$ cat src/rtl/core/ppvm_pkg.sv
package ppvm_pkg;

   localparam int FRACTION_BITS_DEF = 16;
   localparam int BLOCK_LENGTH      = 10;

   localparam int TS_W       = 32;
   localparam int SCALE_W    = 16;
   localparam int BOUND_W    = 8;
   localparam int TENTHS_W   = 12;
   localparam int CNT_W      = 4;
   localparam int CSR_IDX_W  = 8;
   localparam int CSR_DATA_W = 16;
   localparam int QUEUE_DEPTH = 2;

   localparam logic [SCALE_W-1:0]  PULSE_SCALE_RST  = 16'd15000;
   localparam logic [BOUND_W-1:0]  ACCEPT_LOW_RST   = 8'd8;
   localparam logic [BOUND_W-1:0]  ACCEPT_HIGH_RST  = 8'd18;
   localparam logic [TENTHS_W-1:0] ALERT_TENTHS_RST = 12'd103;

   typedef enum logic [CSR_IDX_W-1:0] {
      CSR_PULSE_SCALE  = 8'd0,
      CSR_ACCEPT_LOW   = 8'd1,
      CSR_ACCEPT_HIGH  = 8'd2,
      CSR_ALERT_TENTHS = 8'd3
   } csr_index_type;

   typedef struct packed {
      logic [TS_W-1:0] timestamp_ms;
      logic            pulse_high;
   } req_type;

   typedef struct packed {
      logic                sample_accepted;
      logic                average_ready;
      logic [TENTHS_W-1:0] level_tenths;
      logic                level_reportable;
      logic                low_alert;
   } rsp_type;

   typedef struct packed {
      logic [SCALE_W-1:0]  pulse_scale;
      logic [BOUND_W-1:0]  accept_low;
      logic [BOUND_W-1:0]  accept_high;
      logic [TENTHS_W-1:0] alert_tenths;
   } csr_type;

   typedef struct packed {
      logic            accepted;
      logic [TS_W-1:0] delta;
   } job_type;

   // whole units to tenths: 8x + 2x
   function automatic logic [TENTHS_W-1:0] tenths_of(input logic [BOUND_W-1:0] bound);
      logic [TENTHS_W-1:0] wide;
      wide = TENTHS_W'(bound);
      return (wide << 3) + (wide << 1);
   endfunction

endpackage

$ cat src/rtl/core/ppvm_front.sv
module ppvm_front
   import ppvm_pkg::*;
(
   input  logic    clock,
   input  logic    reset,
   input  logic    req_valid,
   output logic    req_stall,
   input  req_type req_data,
   input  csr_type csr,
   input  logic    q_full,
   output logic    push,
   output job_type push_job
);

   localparam int PROD_W = TS_W + BOUND_W;

   logic [TS_W-1:0]   last_ff, last_in;
   logic              hold_valid_ff, hold_valid_in;
   logic              hold_rising_ff, hold_rising_in;
   logic [TS_W-1:0]   hold_delta_ff, hold_delta_in;
   logic [PROD_W-1:0] low_prod, high_prod, scale_wide;
   logic              take, window_ok;

   assign req_stall = hold_valid_ff & q_full;
   assign take      = req_valid & ~req_stall;
   assign push      = hold_valid_ff & ~q_full;

   assign low_prod   = PROD_W'(csr.accept_low) * PROD_W'(hold_delta_ff);
   assign high_prod  = PROD_W'(csr.accept_high) * PROD_W'(hold_delta_ff);
   assign scale_wide = PROD_W'(csr.pulse_scale);
   assign window_ok  = (low_prod < scale_wide) && (scale_wide < high_prod);

   assign push_job.accepted = hold_rising_ff & window_ok;
   assign push_job.delta    = hold_delta_ff;

   always_comb begin
      last_in        = last_ff;
      hold_valid_in  = hold_valid_ff & ~push;
      hold_rising_in = hold_rising_ff;
      hold_delta_in  = hold_delta_ff;
      if (take) begin
         hold_valid_in  = 1'b1;
         hold_rising_in = req_data.pulse_high;
         hold_delta_in  = req_data.timestamp_ms - last_ff;
         if (req_data.pulse_high) begin
            last_in = req_data.timestamp_ms;
         end
      end
   end

   always_ff @(posedge clock) begin
      if (reset) begin
         last_ff       <= '0;
         hold_valid_ff <= 1'b0;
      end else begin
         last_ff       <= last_in;
         hold_valid_ff <= hold_valid_in;
      end
   end

   always_ff @(posedge clock) begin
      hold_rising_ff <= hold_rising_in;
      hold_delta_ff  <= hold_delta_in;
   end

endmodule

$ cat src/rtl/core/ppvm_queue.sv
module ppvm_queue
   import ppvm_pkg::*;
(
   input  logic    clock,
   input  logic    reset,
   input  logic    push,
   input  job_type push_job,
   output logic    full,
   input  logic    pop,
   output logic    empty,
   output job_type head
);

   localparam int PTR_W = (QUEUE_DEPTH > 1) ? $clog2(QUEUE_DEPTH) : 1;
   localparam int OCC_W = $clog2(QUEUE_DEPTH + 1);

   job_type            slot_ff [QUEUE_DEPTH];
   logic [PTR_W-1:0]   wr_ff, wr_in, rd_ff, rd_in;
   logic [OCC_W-1:0]   occ_ff, occ_in;

   assign full  = (occ_ff == OCC_W'(QUEUE_DEPTH));
   assign empty = (occ_ff == '0);
   assign head  = slot_ff[rd_ff];

   always_comb begin
      wr_in  = wr_ff;
      rd_in  = rd_ff;
      occ_in = occ_ff;
      if (push) begin
         wr_in = (wr_ff == PTR_W'(QUEUE_DEPTH - 1)) ? '0 : wr_ff + 1'b1;
      end
      if (pop) begin
         rd_in = (rd_ff == PTR_W'(QUEUE_DEPTH - 1)) ? '0 : rd_ff + 1'b1;
      end
      if (push && !pop) begin
         occ_in = occ_ff + 1'b1;
      end else if (pop && !push) begin
         occ_in = occ_ff - 1'b1;
      end
   end

   always_ff @(posedge clock) begin
      if (reset) begin
         wr_ff  <= '0;
         rd_ff  <= '0;
         occ_ff <= '0;
      end else begin
         wr_ff  <= wr_in;
         rd_ff  <= rd_in;
         occ_ff <= occ_in;
      end
   end

   always_ff @(posedge clock) begin
      if (push) begin
         slot_ff[wr_ff] <= push_job;
      end
   end

endmodule

$ cat src/rtl/core/ppvm_divider.sv
module ppvm_divider
   import ppvm_pkg::*;
#(
   parameter int FRACTION_BITS = FRACTION_BITS_DEF
)
(
   input  logic                         clock,
   input  logic                         reset,
   input  logic                         start,
   input  logic [SCALE_W-1:0]           scale,
   input  logic [TS_W-1:0]              delta,
   output logic                         done,
   output logic [FRACTION_BITS+BOUND_W-1:0] quotient
);

   localparam int NUM_W  = SCALE_W + FRACTION_BITS;
   localparam int Q_W    = FRACTION_BITS + BOUND_W;
   localparam int STEP_W = $clog2(NUM_W + 1);

   logic              busy_ff, busy_in;
   logic              done_ff, done_in;
   logic [STEP_W-1:0] step_ff, step_in;
   logic [NUM_W-1:0]  num_ff, num_in;
   logic [NUM_W-1:0]  quo_ff, quo_in;
   logic [TS_W-1:0]   rem_ff, rem_in;
   logic [TS_W-1:0]   den_ff, den_in;
   logic [TS_W:0]     shifted, den_wide;
   logic              ge;

   assign shifted  = {rem_ff, num_ff[NUM_W-1]};
   assign den_wide = {1'b0, den_ff};
   assign ge       = (shifted >= den_wide);
   assign done     = done_ff;
   assign quotient = quo_ff[Q_W-1:0];

   always_comb begin
      busy_in = busy_ff;
      done_in = 1'b0;
      step_in = step_ff;
      num_in  = num_ff;
      quo_in  = quo_ff;
      rem_in  = rem_ff;
      den_in  = den_ff;
      if (start) begin
         busy_in = 1'b1;
         step_in = STEP_W'(NUM_W);
         num_in  = {scale, {FRACTION_BITS{1'b0}}};
         quo_in  = '0;
         rem_in  = '0;
         den_in  = delta;
      end else if (busy_ff) begin
         num_in  = num_ff << 1;
         quo_in  = {quo_ff[NUM_W-2:0], ge};
         rem_in  = ge ? TS_W'(shifted - den_wide) : shifted[TS_W-1:0];
         step_in = step_ff - 1'b1;
         if (step_ff == STEP_W'(1)) begin
            busy_in = 1'b0;
            done_in = 1'b1;
         end
      end
   end

   always_ff @(posedge clock) begin
      if (reset) begin
         busy_ff <= 1'b0;
         done_ff <= 1'b0;
         step_ff <= '0;
      end else begin
         busy_ff <= busy_in;
         done_ff <= done_in;
         step_ff <= step_in;
      end
   end

   always_ff @(posedge clock) begin
      num_ff <= num_in;
      quo_ff <= quo_in;
      rem_ff <= rem_in;
      den_ff <= den_in;
   end

endmodule

$ cat src/rtl/core/ppvm_back.sv
module ppvm_back
   import ppvm_pkg::*;
#(
   parameter int FRACTION_BITS = FRACTION_BITS_DEF
)
(
   input  logic    clock,
   input  logic    reset,
   input  csr_type csr,
   input  logic    q_empty,
   input  job_type q_head,
   output logic    q_pop,
   output logic    rsp_valid,
   input  logic    rsp_stall,
   output rsp_type rsp_data
);

   localparam int Q_W   = FRACTION_BITS + BOUND_W;
   localparam int SUM_W = FRACTION_BITS + TENTHS_W;

   typedef enum logic [2:0] {
      ST_IDLE = 3'b001,
      ST_DIV  = 3'b010,
      ST_EMIT = 3'b100
   } back_state_type;

   back_state_type      state_ff, state_in;
   logic [SUM_W-1:0]    sum_ff, sum_in, sum_new;
   logic [CNT_W-1:0]    cnt_ff, cnt_in, cnt_new;
   logic [TENTHS_W-1:0] level;
   rsp_type             res_ff, res_in;
   logic                rsp_valid_ff, rsp_valid_in;
   rsp_type             rsp_data_ff, rsp_data_in;
   logic                out_free, div_start, div_done;
   logic [Q_W-1:0]      div_quotient;

   ppvm_divider #(
      .FRACTION_BITS(FRACTION_BITS)
   ) u_divider (
      .clock    (clock),
      .reset    (reset),
      .start    (div_start),
      .scale    (csr.pulse_scale),
      .delta    (q_head.delta),
      .done     (div_done),
      .quotient (div_quotient)
   );

   assign out_free  = ~rsp_valid_ff | ~rsp_stall;
   assign sum_new   = sum_ff + SUM_W'(div_quotient);
   assign cnt_new   = cnt_ff + 1'b1;
   assign level     = sum_new[FRACTION_BITS +: TENTHS_W];
   assign rsp_valid = rsp_valid_ff;
   assign rsp_data  = rsp_data_ff;

   always_comb begin
      state_in     = state_ff;
      sum_in       = sum_ff;
      cnt_in       = cnt_ff;
      res_in       = res_ff;
      q_pop        = 1'b0;
      div_start    = 1'b0;
      rsp_valid_in = rsp_valid_ff & rsp_stall;
      rsp_data_in  = rsp_data_ff;
      case (state_ff)
         ST_IDLE: begin
            if (!q_empty) begin
               q_pop  = 1'b1;
               res_in = '0;
               if (q_head.accepted) begin
                  div_start = 1'b1;
                  state_in  = ST_DIV;
               end else begin
                  state_in = ST_EMIT;
               end
            end
         end
         ST_DIV: begin
            if (div_done) begin
               res_in.sample_accepted = 1'b1;
               if (cnt_new == CNT_W'(BLOCK_LENGTH)) begin
                  res_in.average_ready    = 1'b1;
                  res_in.level_tenths     = level;
                  res_in.level_reportable = (level > tenths_of(csr.accept_low)) &&
                                            (level < tenths_of(csr.accept_high));
                  res_in.low_alert        = (level < csr.alert_tenths);
                  sum_in = '0;
                  cnt_in = '0;
               end else begin
                  sum_in = sum_new;
                  cnt_in = cnt_new;
               end
               state_in = ST_EMIT;
            end
         end
         ST_EMIT: begin
            if (out_free) begin
               rsp_valid_in = 1'b1;
               rsp_data_in  = res_ff;
               state_in     = ST_IDLE;
            end
         end
         default: begin
            state_in = ST_IDLE;
         end
      endcase
   end

   always_ff @(posedge clock) begin
      if (reset) begin
         state_ff     <= ST_IDLE;
         sum_ff       <= '0;
         cnt_ff       <= '0;
         rsp_valid_ff <= 1'b0;
      end else begin
         state_ff     <= state_in;
         sum_ff       <= sum_in;
         cnt_ff       <= cnt_in;
         rsp_valid_ff <= rsp_valid_in;
      end
   end

   always_ff @(posedge clock) begin
      res_ff      <= res_in;
      rsp_data_ff <= rsp_data_in;
   end

endmodule

$ cat src/rtl/core/pulse_period_voltage_monitor_top.sv
// Pulse period voltage monitor. Each transfer on req_ is a pin event with a
// millisecond timestamp; every event yields exactly one transfer on rsp_, in
// order. A rising event measures the wrapped interval to the previous rising
// event, tests the pulse value pulse_scale/interval against the open window
// (accept_low, accept_high), and for an accepted value runs a restoring
// divider that produces one quotient bit per cycle; rejected and falling
// events skip the divider. A two-entry queue between the window check and
// the divider lets new events be taken while a division runs or a result
// waits on rsp_stall. Every tenth accepted value reports the block sum as a
// level in tenths. The user must see that registers are written through
// csr_ (always ready) only while the block is idle; the block does not
// enforce this.
module pulse_period_voltage_monitor_top
   import ppvm_pkg::*;
#(
   parameter int FRACTION_BITS = FRACTION_BITS_DEF
)
(
   input  logic                  clock,
   input  logic                  reset,
   input  logic                  req_valid,
   output logic                  req_stall,
   input  req_type               req_data,
   output logic                  rsp_valid,
   input  logic                  rsp_stall,
   output rsp_type               rsp_data,
   input  logic                  csr_valid,
   output logic                  csr_ready,
   input  logic [CSR_IDX_W-1:0]  csr_index,
   input  logic [CSR_DATA_W-1:0] csr_wdata
);

   csr_type csr_ff, csr_in;
   logic    q_full, q_empty, q_pop, push;
   job_type push_job, q_head;

   assign csr_ready = 1'b1;

   always_comb begin
      csr_in = csr_ff;
      if (csr_valid) begin
         case (csr_index)
            CSR_PULSE_SCALE:  csr_in.pulse_scale  = csr_wdata[SCALE_W-1:0];
            CSR_ACCEPT_LOW:   csr_in.accept_low   = csr_wdata[BOUND_W-1:0];
            CSR_ACCEPT_HIGH:  csr_in.accept_high  = csr_wdata[BOUND_W-1:0];
            CSR_ALERT_TENTHS: csr_in.alert_tenths = csr_wdata[TENTHS_W-1:0];
            default: begin
            end
         endcase
      end
   end

   always_ff @(posedge clock) begin
      if (reset) begin
         csr_ff.pulse_scale  <= PULSE_SCALE_RST;
         csr_ff.accept_low   <= ACCEPT_LOW_RST;
         csr_ff.accept_high  <= ACCEPT_HIGH_RST;
         csr_ff.alert_tenths <= ALERT_TENTHS_RST;
      end else begin
         csr_ff <= csr_in;
      end
   end

   ppvm_front u_front (
      .clock     (clock),
      .reset     (reset),
      .req_valid (req_valid),
      .req_stall (req_stall),
      .req_data  (req_data),
      .csr       (csr_ff),
      .q_full    (q_full),
      .push      (push),
      .push_job  (push_job)
   );

   ppvm_queue u_queue (
      .clock    (clock),
      .reset    (reset),
      .push     (push),
      .push_job (push_job),
      .full     (q_full),
      .pop      (q_pop),
      .empty    (q_empty),
      .head     (q_head)
   );

   ppvm_back #(
      .FRACTION_BITS(FRACTION_BITS)
   ) u_back (
      .clock     (clock),
      .reset     (reset),
      .csr       (csr_ff),
      .q_empty   (q_empty),
      .q_head    (q_head),
      .q_pop     (q_pop),
      .rsp_valid (rsp_valid),
      .rsp_stall (rsp_stall),
      .rsp_data  (rsp_data)
   );

endmodule

$ cat config.mk
export PLATFORM = sky130hd
export DESIGN_NAME = pulse_period_voltage_monitor_top
export DESIGN_NICKNAME = d
export VERILOG_FILES = /design/src/rtl/core/ppvm_pkg.sv /design/src/rtl/core/ppvm_front.sv /design/src/rtl/core/ppvm_queue.sv /design/src/rtl/core/ppvm_divider.sv /design/src/rtl/core/ppvm_back.sv /design/src/rtl/core/pulse_period_voltage_monitor_top.sv
export SDC_FILE = /design/constraint.sdc
export NUM_CORES = 2
export LEC_CHECK = 0
export BUFFER_PORTS_ARGS = -buffer_cell sky130_fd_sc_hd__buf_2
export CORE_MARGIN = 2
export CORE_UTILIZATION = 66
export CTS_BUF_LIST = sky130_fd_sc_hd__clkbuf_2
export DETAILED_ROUTE_END_ITERATION = 12
export PLACE_DENSITY = 0.81
export SYNTH_ARGS = -nofsm -noshare
export SYNTH_HDL_FRONTEND = slang
export SYNTH_SLANG_ARGS = --single-unit
$ cat constraint.sdc
create_clock -name clock -period 9.3 [get_ports clock]
set_input_delay 0.93 -clock clock [delete_from_list [all_inputs] [get_ports clock]]
set_output_delay 0.93 -clock clock [all_outputs]
set_load 0.02 [all_outputs]
**Word level (Yosys, flattened, before mapping)**

Memory sizes are Yosys's and may differ from the RTL's. A register that Yosys moved wholly into a read port is not among the register bits.
Index checks and enable logic that the tools add are counted.

- Bits in registers: 294
- RAM bits: 66
- Bits of input ports: 62
- Logic and storage cells: 138
- Memories kept: 1

Memory list:

| memory | words | bits a word | read ports | clocked after memory_dff | wr ports | line | RTL |
|---|---|---|---|---|---|---|---|
| u_queue.slot_ff | 2 | 33 | 1 | 1 | 1 | ppvm_queue.sv:17 | `job_type slot_ff [QUEUE_DEPTH];` |

- $add $sub $neg: 11
- $mul: 2
- Magnitude comparators: 6
- Eq/ne operators: 13
- Mux-type cells: 36
- Bitwise logic cells: 13
- Reduce and logical (&&, ||, !) cells: 23

Operator list:

| cell | number |
|---|---|
| two-way mux 32 bit | 3 |
| multiplier 8 x 32 -> 40 bit | 2 |
| subtractor 32 bit | 2 |
| less-than comparator 16 x 40 -> 1 bit | 1 |
| less-than comparator 40 x 16 -> 1 bit | 1 |
| >= comparator 33 x 32 -> 1 bit | 1 |
| two-way mux 16 bit | 2 |
| case mux 16 bit (2 select lines) | 1 |
| adder 28 x 24 -> 28 bit | 1 |
| two-way mux 28 bit | 1 |
| adder 11 x 9 -> 12 bit | 2 |
| less-than comparator 12 bit | 2 |
| two-way mux 1 bit | 18 |
| equality test 8 x 2 -> 1 bit, second input constant | 2 |
| two-way mux 15 bit | 1 |
| AND reduction 2 bit | 7 |
| > comparator 12 bit | 1 |
| two-way mux 3 bit | 4 |
| two-way mux 6 bit | 2 |
| case mux 3 bit (3 select lines) | 1 |
| equality test 8 x 1 -> 1 bit, second input constant | 1 |
| logical NOT 8 bit | 1 |
| AND 1 bit | 6 |
| equality test 6 x 1 -> 1 bit, second input constant | 1 |
| other kinds (24) | 40 |

**Longest topological paths before layout**

- Depth after elaboration: 7
- Gate-level depth with buffers: 30
- Mapped depth without buffers: 29

**Hierarchy**

A second synthesis with hierarchy kept.

- Cells, all modules: 4,057
- Area total of the unflattened synthesis: 36,874.1 um^2

By module, submodules not included:

| module | instances | cells an instance | area each (um^2) | seq. area each (um^2) |
|---|---|---|---|---|
| ppvm_front | 1 | 2,577 | 21,355.5 | 1,651.6 |
| ppvm_divider | 1 | 635 | 6,200.9 | 2,722.6 |
| ppvm_back | 1 | 542 | 4,882.2 | 1,681.6 |
| ppvm_queue | 1 | 125 | 2,583.7 | 2,082.0 |
| pulse_period_voltage_monitor_top | 1 | 178 | 1,851.8 | 880.8 |

**Worst setup path before layout**

No wires, ideal clock.

- Path type: reg2reg
- Start point: register csr_ff[27] in the netlist's numbering
- End point: memory u_queue.slot_ff[0][32] in the netlist's numbering, data pin
- Arrival: 7.192 ns
- Data required time: 9.097 ns
- Slack: 1.904 ns
- Cell stages (with the launch flop): 30
- Clock period less this slack: 7.396 ns
- Cells stage by stage: dfxtp_1 > clkbuf_1 > clkbuf_1 > nand2_1 > fa_1 > fa_1 > inv_1 > fa_1 > inv_1 > fa_1 > inv_1 > ha_1 > o2111a_1 > a22oi_1 > nand2b_1 > a21o_1 > a31oi_1 > xnor2_1 > ha_1 > nand4_1 > nor2_1 > and3_1 > a2111oi_2 > nand4b_1 > or4_1 > or4_1 > or4_1 > nor3_2 > nand4_1 > a2111oi_2

RTL lines:

| element | line | RTL |
|---|---|---|
| start, declared | pulse_period_voltage_monitor_top.sv:33 | `csr_type csr_ff, csr_in;` |
| start signal, assigned | pulse_period_voltage_monitor_top.sv:60 | `csr_ff <= csr_in;` |
| end, declared | ppvm_queue.sv:17 |  |

==> reports/metrics.yaml <==
run_status:
  outcome: "finished, final reports clean"
place:
  dp_hpwl_microns: 64200
  port_buffers: 79
  post-place-ws_ns: 1.25
  globalplace.congestion: 0.943
yosys:
  synth_warnings: 0
  syn_nets: 4735
  ys_ff_latch: 361
  netlist_area_sq_um: 36300
  synth_top_family_by_area: "adder cells"
  syn_avg_cell_area_sq_um: 9.01
  synth_flop_cell: "dfxtp_1"
  synth_area_leaders: "fa_1 (20%), edfxtp_1 (15%), dfxtp_1 (10%)"
  yosysTopAreaCellShare_pct: 20.2
  synth_simple_gate_area_share_pct: 18.0
  syn-instance-count: 4022
  yosysUniqueCellTypes: 88
  synth_top_area_cell: "fa_1"
  synth-async-reset-ratio_pct: 0
  synth_compound_area_share_pct: 12.8
  synth_xor_area_share_pct: 3.26
  synthAdderAreaFrac_pct: 30.0
  synth-edff-count: 179
  ys_seq_area_share_pct: 24.9
  synth_mux_area_share_pct: 3.07
timing:
  fin_crit_ns: 8.19
  setup_violations: 0
  relSlewSlack_pct: 10.1
  fin_setup_tns_ns: 0
  setup_ws_ns: 1.11
  hold_viol: 0
  finClkSkew_ns: 0.141
  worstMarginPinSlew_ns: 1.35
  maxSlewViolCount: 0
  rsz0062_at_grt: "false"
  finalCritPeriodShare_pct: 88.1
  fmax_ghz: 0.122
clocking:
  clock_latency_ns: 1.17
  cts_buffer_depth: 3
  cts_sinks: 361
  cts_htree_levels: 3
  cts_root_buffer: "clkbuf_2"
  cts_tree: "built"
  ctsResizeCount: 0
  path_clk_slew_ns: 0.12
  cts_buffers: 91
detailed_routing:
  ant_nets: 0
  vias: 28581
  dr.pass1.iters: 8
  drt_iter0_drc: 2020
  via_per_inst: 5.92
  drt-total-wl_microns: 86400
  routedWlPerCell_microns: 17.9
  route.detailed.drc: 0
flow_run:
  max_cap_viol_count: 0
cells_and_area:
  fillers: 4242
  drive_gt1_share_pct: 7.92
  nets: 4766
  areaGrowthSynthToFinish_pct: 5.02
global_route:
  grt_max_degree: 90
  grt_pass1_wl_microns: 144000
  track_usage_pct: 31.6
  antenna_found_initial: 2
  grt_pass1_vias: 28802
  grt_overflow_total: 0
power_and_ir_drop:
  power_density_nw_per_um2: 168
  p_switching_mw: 2.77
  p_clk_share_pct: 17.9
  p_int_mw: 3.64
  ir_drop_v: 0.000120
  p_sw_share_pct: 43.2
  p_seq_share_pct: 35.6
  combPwrFrac_pct: 46.6
  p_leak_nw: 17.7
critical_path:
  path_cells: "nand2_1 -> fa_1 -> fa_1 -> inv_1 -> fa_1 -> inv_1 -> fa_1 -> inv_1 -> ha_1 -> a21o_1 -> a221oi_1 -> o21ai_0 -> xnor2_1 -> ha_1 -> nand4_1 -> a211oi_1 -> a21oi_1 -> o211ai_1 -> o311ai_0 -> nor4_1 -> nand4b_1 -> or4_1 -> nor4_1 -> a2111oi_2"
  r2r_cells: 24
  cp-endpoint: "u_queue.slot_ff[0][32]"
  crit_cells: 24
  rrSetupSlack_ns: 1.11
  crit_start: "csr_ff[17]"
  cp_max_fo: 35
  critPathLaunchType: "flip-flop"
  path_common_cell: "fa_1"
  timing.rr.start: "csr_ff[17]"
  timing.critical_path.max_delay_family: "adder cells"
  r2r-end: "u_queue.slot_ff[0][32]"
  cp-end-kind: "flip-flop"
  crit_type: "flip-flop to flip-flop"
  cpPeakStageDelay_ns: 1.23
  cp.required_ns: 10.08
  crit_slowest_cell: "dfxtp_1"
  path_buf_inv: 3
  worstPathArrival_ns: 8.98
hold_path:
  hold_class: "primary input to flip-flop"
floorplanning:
  chipWidth_microns: 238
  core_area_sq_um: 54000
  rows: 85
  dieArea_sq_um: 56800
  pin_count: 81
  initial_core_util_pct: 67.1
  die_y_microns: 238
[tightest hold or removal path: stages]
cell	delay, ns
buf_2	0.08
mux2i_1	0.05
nor2_1	0.07
[cell usage after synthesis (all sizes together) (83+ instances only)]
master and instances:
inv 579, and2 390, fa 365, nand2 358
ha 286, nor2 232, a21oi 225, dfxtp 182
edfxtp 179, clkbuf 176, o21ai 112, xnor2 83
[logic make-up after synthesis]
group           count (synthesis)
buf+inv                       764
compound gates                714
flops                         361
xor+xnor                      135
other cells                     1
simple gates                 1289
fa+ha+maj                     651
mux                           107
[timing repair]
action                    CTS  global route
hold endpoints to repair    3             0
hold buffers                3             0
buffers inserted            0             0
[state kept, by name, summed over array words and instances (netlist names), 2 cells and up, named ones only]
name and count:
u_back.u_divider.den_ff 32, u_front.last_ff 32, u_back.res_ff 16, u_back.u_divider.rem_ff 32
u_back.u_divider.step_ff 6, csr_ff 44, u_queue.occ_ff 2, u_back.sum_ff 28
u_back.u_divider.quo_ff 24, u_back.rsp_data 16, u_back.state_ff 3, u_queue.slot_ff 66
u_back.u_divider.num_ff 16, u_front.hold_delta_ff 32, u_back.cnt_ff 4
[power groups by stage]
stage	combinational [mW]	sequential, mW	clock [mW]
after CTS	2.96	2.27	1.17
after detailed placement	2.94	2.31	0
final	2.99	2.28	1.14
after floorplan	2.33	2.17	0
after global placement	2.88	2.30	0
after global routing	3.35	2.31	1.25
[area by class of cell]
class                      instances  area (sq um)  area share [%]
antenna                            1          2.50         0.00657
clock buffer                     120           601            1.58
clock inverter                    51           299           0.785
inverter                         580          2180            5.72
multi-input combinational       2897         24400            64.0
sequential                       361          9020            23.7
tap                              696           871            2.29
timing repair buffer             122           728            1.91
[how the worst min path moves through the flow]
stage                       from             endpoint  slack (ns)  depth (start not counted)
6_report           csr_wdata[15]           csr_ff[43]        0.09                          3
5_1_grt              req_data[9]   u_front.last_ff[8]        0.03                          3
4_1_cts              req_data[9]   u_front.last_ff[8]       0.002                          3
3_5_place_dp   u_back.res_ff[15]  u_back.rsp_data[15]        0.41                          0
3_3_place_gp    u_back.res_ff[4]   u_back.rsp_data[4]        0.40                          0
2_1_floorplan   u_back.res_ff[0]   u_back.rsp_data[0]        0.40                          0
[layout by cell type, fill, tap and decap left out, types with 26 or more instances in the layout]
cell type and count:
inv_1 578, and2_1 389, fa_1 365, nand2_1 357, ha_1 286, nor2_1 230
a21oi_1 225, dfxtp_1 181, edfxtp_1 179, clkbuf_2 120, o21ai_0 98, xnor2_1 83
a21o_1 78, buf_2 78, mux2i_1 72, nand3_1 54, xor2_1 52, nor3_1 48
a31oi_1 43, buf_4 41, a211oi_1 36, nand4_1 35, mux2_2 35, nor2b_1 34
clkinv_1 28, nand2b_1 28, and3_1 27, o21a_1 26
[layer usage]
metal,part of all wire (%),routed length (microns),GRT usage (%),vias up
met2,47,40700,51.8,994
met3,6.8,5900,5.16,231
li1,-,-,-,13479
met1,41,35700,40.9,13877
met4,4.8,4110,15.2,0
met5,0,0,0,-
[metrics by stage]
| step | area (sq um) | std cells | hold slack [ns] | power, mW | utilization [%] |
|---|---|---|---|---|---|
| 2_1_floorplan | 36300 | 4022 | 0.400 | 4.50 | - |
| 3_3_place_gp | 37100 | 4653 | 0.401 | 5.18 | 68.8 |
| 3_5_place_dp | 37100 | 4653 | 0.405 | 5.25 | 68.8 |
| 4_1_cts | 38100 | 4827 | 0.00217 | 6.40 | 70.5 |
| 5_1_grt | 38100 | 4828 | 0.0259 | 6.92 | 70.5 |
| 6_report | 38100 | 4828 | 0.0908 | 6.41 | 70.5 |
No activity file was read; power rests on OpenSTA's default activity.
